File: src/rtl/ssc_pkg.sv
// Shared types, constants and the subrow coverage function of the span coverage block.
`timescale 1ns / 1ps
package ssc_pkg;

   localparam int PX_W              = 12;
   localparam int EDGE_W            = 15;
   localparam int NUM_ROWS          = 4;
   localparam int PIXELS_PER_RESULT = 8;
   localparam int MAX_SPAN_PIXELS   = 512;
   localparam int MAX_GROUPS        = 64;
   localparam int SPAN_LIMIT        = (MAX_SPAN_PIXELS < MAX_GROUPS * PIXELS_PER_RESULT)
                                      ? MAX_SPAN_PIXELS : MAX_GROUPS * PIXELS_PER_RESULT;
   localparam int REM_W             = $clog2(SPAN_LIMIT + 1);
   localparam int VC_W              = 4;
   localparam int SUB_W             = 3;

   // request tdata layout, lowest field first
   localparam int REQ_LEFT_LO  = 0;
   localparam int REQ_RIGHT_LO = REQ_LEFT_LO + PX_W;
   localparam int REQ_INV_LO   = REQ_RIGHT_LO + PX_W;
   localparam int REQ_MINOR_LO = REQ_INV_LO + NUM_ROWS;
   localparam int REQ_MAJOR_LO = REQ_MINOR_LO + NUM_ROWS * EDGE_W;
   localparam int REQ_USED_W   = REQ_MAJOR_LO + NUM_ROWS * EDGE_W;
   localparam int REQ_DATA_W   = ((REQ_USED_W + 7) / 8) * 8;

   // response tdata layout, lowest field first
   localparam int RSP_COV_LO  = PX_W;
   localparam int RSP_VC_LO   = RSP_COV_LO + 8 * PIXELS_PER_RESULT;
   localparam int RSP_USED_W  = RSP_VC_LO + VC_W;
   localparam int RSP_DATA_W  = ((RSP_USED_W + 7) / 8) * 8;

   localparam logic [7:0] LEFT_FILL  = 8'h0F;
   localparam logic [7:0] RIGHT_FILL = 8'hF0;
   localparam logic [3:0] EVEN_FM    = 4'b1010;

   // one subrow's edge data, resolved for flip at request time
   typedef struct packed {
      logic            en;
      logic [PX_W-1:0] ai;
      logic [PX_W-1:0] bi;
      logic [3:0]      lpart;
      logic [3:0]      rpart;
   } row_type;

   typedef row_type [NUM_ROWS-1:0] row_set_type;
   typedef logic [PIXELS_PER_RESULT-1:0][7:0] mask_set_type;

   // half-pixel rounded coverage of an edge fraction
   function automatic logic [SUB_W-1:0] half_cover(input logic [SUB_W-1:0] frac);
      logic [SUB_W:0] sum;
      sum = {1'b0, frac} + 4'd1;
      return sum[SUB_W:1];
   endfunction

   // checkerboard bit pair of a subrow
   function automatic logic [3:0] row_fm(input int r);
      return EVEN_FM >> (r % 2);
   endfunction

   // bits of one subrow at pixel px, unshifted, within fm
   function automatic logic [3:0] row_bits(input logic [PX_W-1:0] px, input row_type row,
                                           input logic [3:0] fm);
      logic [3:0] bits;
      bits = 4'h0;
      if (row.en) begin
         if (row.ai > row.bi) begin
            if (px == row.bi) begin
               bits = row.lpart;
            end else if (px == row.ai) begin
               bits = row.rpart;
            end else if (px > row.bi && px < row.ai) begin
               bits = fm;
            end
         end else if (row.ai == row.bi) begin
            if (px == row.ai) begin
               bits = row.lpart & row.rpart;
            end
         end
      end
      return bits;
   endfunction

endpackage

File: src/rtl/ssc_lane.sv
// One pixel lane: coverage mask of a single pixel over the four subrows.
`timescale 1ns / 1ps
module ssc_lane (
   input  logic [ssc_pkg::PX_W-1:0] px,
   input  ssc_pkg::row_set_type     rows,
   output logic [7:0]               mask
);
   import ssc_pkg::*;

   // gather each subrow's bit pair into its nibble
   always_comb begin
      mask = 8'h00;
      for (int r = 0; r < NUM_ROWS; r++) begin
         if (r < 2) begin
            mask = mask | {row_bits(px, rows[r], row_fm(r)), 4'h0};
         end else begin
            mask = mask | {4'h0, row_bits(px, rows[r], row_fm(r))};
         end
      end
   end

endmodule

File: config.mk
export PLATFORM = sky130hd
export DESIGN_NAME = ssc_lane
export DESIGN_NICKNAME = d
export VERILOG_FILES = /design/src/rtl/ssc_pkg.sv /design/src/rtl/ssc_lane.sv
export SDC_FILE = /design/constraint.sdc
export NUM_CORES = 1
export LEC_CHECK = 0
export BUFFER_PORTS_ARGS = -buffer_cell sky130_fd_sc_hd__buf_2
export CAP_MARGIN = 20
export CELL_PAD_IN_SITES_DETAIL_PLACEMENT = 2
export CELL_PAD_IN_SITES_GLOBAL_PLACEMENT = 2
export CORE_ASPECT_RATIO = 0.6
export CORE_MARGIN = 2
export CORE_UTILIZATION = 30
export DETAILED_ROUTE_END_ITERATION = 6
export PLACE_DENSITY_LB_ADDON = 0.25
export SETUP_SLACK_MARGIN = 0.4
export SLEW_MARGIN = 20
export SYNTH_ARGS = -nofsm -noshare
export SYNTH_HDL_FRONTEND = slang
export SYNTH_SLANG_ARGS = --single-unit
File: constraint.sdc
create_clock -name vclk -period 6.9
set_input_delay 1.38 -clock vclk [all_inputs]
set_output_delay 1.38 -clock vclk [all_outputs]
set_load 0.005 [all_outputs]
==> results.json <==
{
  "grt_max_degree": 10,
  "cpMostUsedCell": "buf_2",
  "grt_pass1_vias": 5470,
  "post_cts_resized": 0,
  "ys_types": 51,
  "die_y_um": 93.5,
  "postCtsSetupRepairBufs": 0,
  "synthesis.area_mm2": 0.00401,
  "max_slew_margin": 0.372,
  "fin_ws_ns": 1.63,
  "slowest_stage": "a2111o_1",
  "ys_seq_area_frac": 0,
  "initial_core_util": 0.310,
  "setup_viol": 0,
  "critPathArrivalTime_ns": 3.89,
  "synth-simple-area-share": 0.206,
  "place.gp.congestion": 0.911,
  "place_ws_ns": 1.65,
  "design.seq.count": 0,
  "final_common_cell": "buf_2",
  "finalMaxSlewViolations": 0,
  "end_kind": "primary output",
  "synthAdderAreaFrac": 0.450,
  "grt_pass1_wl_um": 27700,
  "power_leakage_nw": 2.78,
  "vdd_drop_max_mv": 0.0253,
  "area_delta_synth_final_pct": 23.7,
  "port_buffers": 152,
  "layout.nets": 983,
  "path_delay_family": "compound AO/OA/AOI/OAI gates",
  "mostFrequentLayoutCells": "buf_2, ha_1, inv_1, a21oi_1, nand4_1",
  "routed_wl_um": 17300,
  "dieWidth_um": 153,
  "grt_overflow": 0,
  "yosysWarnings": 0,
  "worstPathCellList": "buf_2 > inv_1 > ha_1 > a21o_1 > a221o_1 > a2111o_1 > o21ai_0 > a31oi_1 > a31o_1 > buf_2",
  "slowest_delay_ns": 0.59,
  "drcViolationCount": 0,
  "postSynthCellCount": 545,
  "fin_crit_ns": 5.27,
  "fin_crit_sh": 0.764,
  "grt_setup_unrepaired": "false",
  "ioPinCount": 152,
  "dr.pass1.iters": 4,
  "pwr_density_cell_mw_per_mm2": 59.6,
  "synth_top_family_by_area": "adder cells",
  "fmax_mhz": 190,
  "drt_iter0_drc": 160,
  "synth_compound_area_frac": 0.246,
  "ant_nets": 0,
  "required_ns": 5.52,
  "seqCellArea_um2": 0,
  "viasPerCell": 5.53,
  "rows": 32,
  "synth_area_leader_cell": "ha_1",
  "hold_violations": 0,
  "die_area_mm2": 0.0143,
  "vias": 4776,
  "grt_use_total": 0.237,
  "cp-start-kind": "input port",
  "synth_area_leaders": "ha_1, inv_1, a21oi_1, nand4_1, a21o_1",
  "antenna_found_initial": 0,
  "drive_gt1_frac": 0.222,
  "path_buf_inv": 3,
  "place_hpwl_um": 15700,
  "status": "finished, final reports clean",
  "synth_xor_area_frac": 0,
  "antenna_cells": 0,
  "cp_max_fo": 9,
  "setup.worst_path.class": "input port to primary output",
  "worstMarginPinSlew_ns": 0.935,
  "syn_area_per_cell_um2": 7.35,
  "n_clock_buffer": 0,
  "num-fill-cells": 1601,
  "fin_tns_setup_ns": 0,
  "core_area_mm2": 0.0129,
  "fin_total_pwr_mw": 0.295,
  "cts_hold_buf": 0,
  "maxCapViolations": 0,
  "hp-class": "input port to primary output",
  "wl_per_cell_um": 20.0,
  "muxShareOfSynthArea": 0,
  "synth.top_cell.area_share": 0.450,
  "syn-num-nets": 833
}
[layout make-up]
| class | instances | area, um^2 | share of cell area |
|---|---|---|---|
| inverters | 98 | 368 | 0.0742 |
| multi-input cells | 443 | 3610 | 0.729 |
| well taps | 170 | 213 | 0.0429 |
| repair buffers | 152 | 761 | 0.154 |
[worst paths after layout]
path                  end  cells after the start  startpoint
hold / removal    mask[3]                      3    rows[98]
setup / recovery  mask[3]                     10   rows[112]
[logic make-up after synthesis]
family | count (synthesis)
buffers and inverters | 102
AOI/OAI and AO/OA | 147
and+or+nand+nor | 152
adders and majority gates | 144
[metal layers]
layer	GRT usage	share of wire	vias to the layer above
met2	0.420	0.46	103
met5	0	0	-
met4	0.0147	0.0033	0
met1	0.327	0.50	2321
li1	-	-	2344
met3	0.0213	0.035	8
[cells in the mapped netlist, drive strengths merged, types with 3 or more instances]
cell,instances
o211ai,13
and2,3
a2111oi,4
o21ai,12
nor2b,12
o31ai,3
a21boi,5
o2bb2ai,4
nand2,29
o21a,5
a21oi,51
nor2,14
nand4,40
nor3,9
and4,4
inv,98
nand4b,3
ha,144
nand3,24
a211oi,9
or3,4
a21o,17
[through the flow]
step / cell area, um^2 / instances / utilization / hold slack, ns
global placement: 4950 / 863 / 0.383 / 3.10
CTS: 4950 / 863 / 0.383 / 3.11
floorplan: 4010 / 545 / - / 2.86
finish: 4950 / 863 / 0.383 / 3.11
detailed placement: 4950 / 863 / 0.383 / 3.11
global route: 4950 / 863 / 0.383 / 3.13
[report_power, final]
| group | internal (mW) | switching (mW) |
|---|---|---|
| clock network | 0 | 0 |
| logic | 0.128 | 0.168 |
| registers | 0 | 0 |
Note: power is estimated with default switching activity, not from simulation.
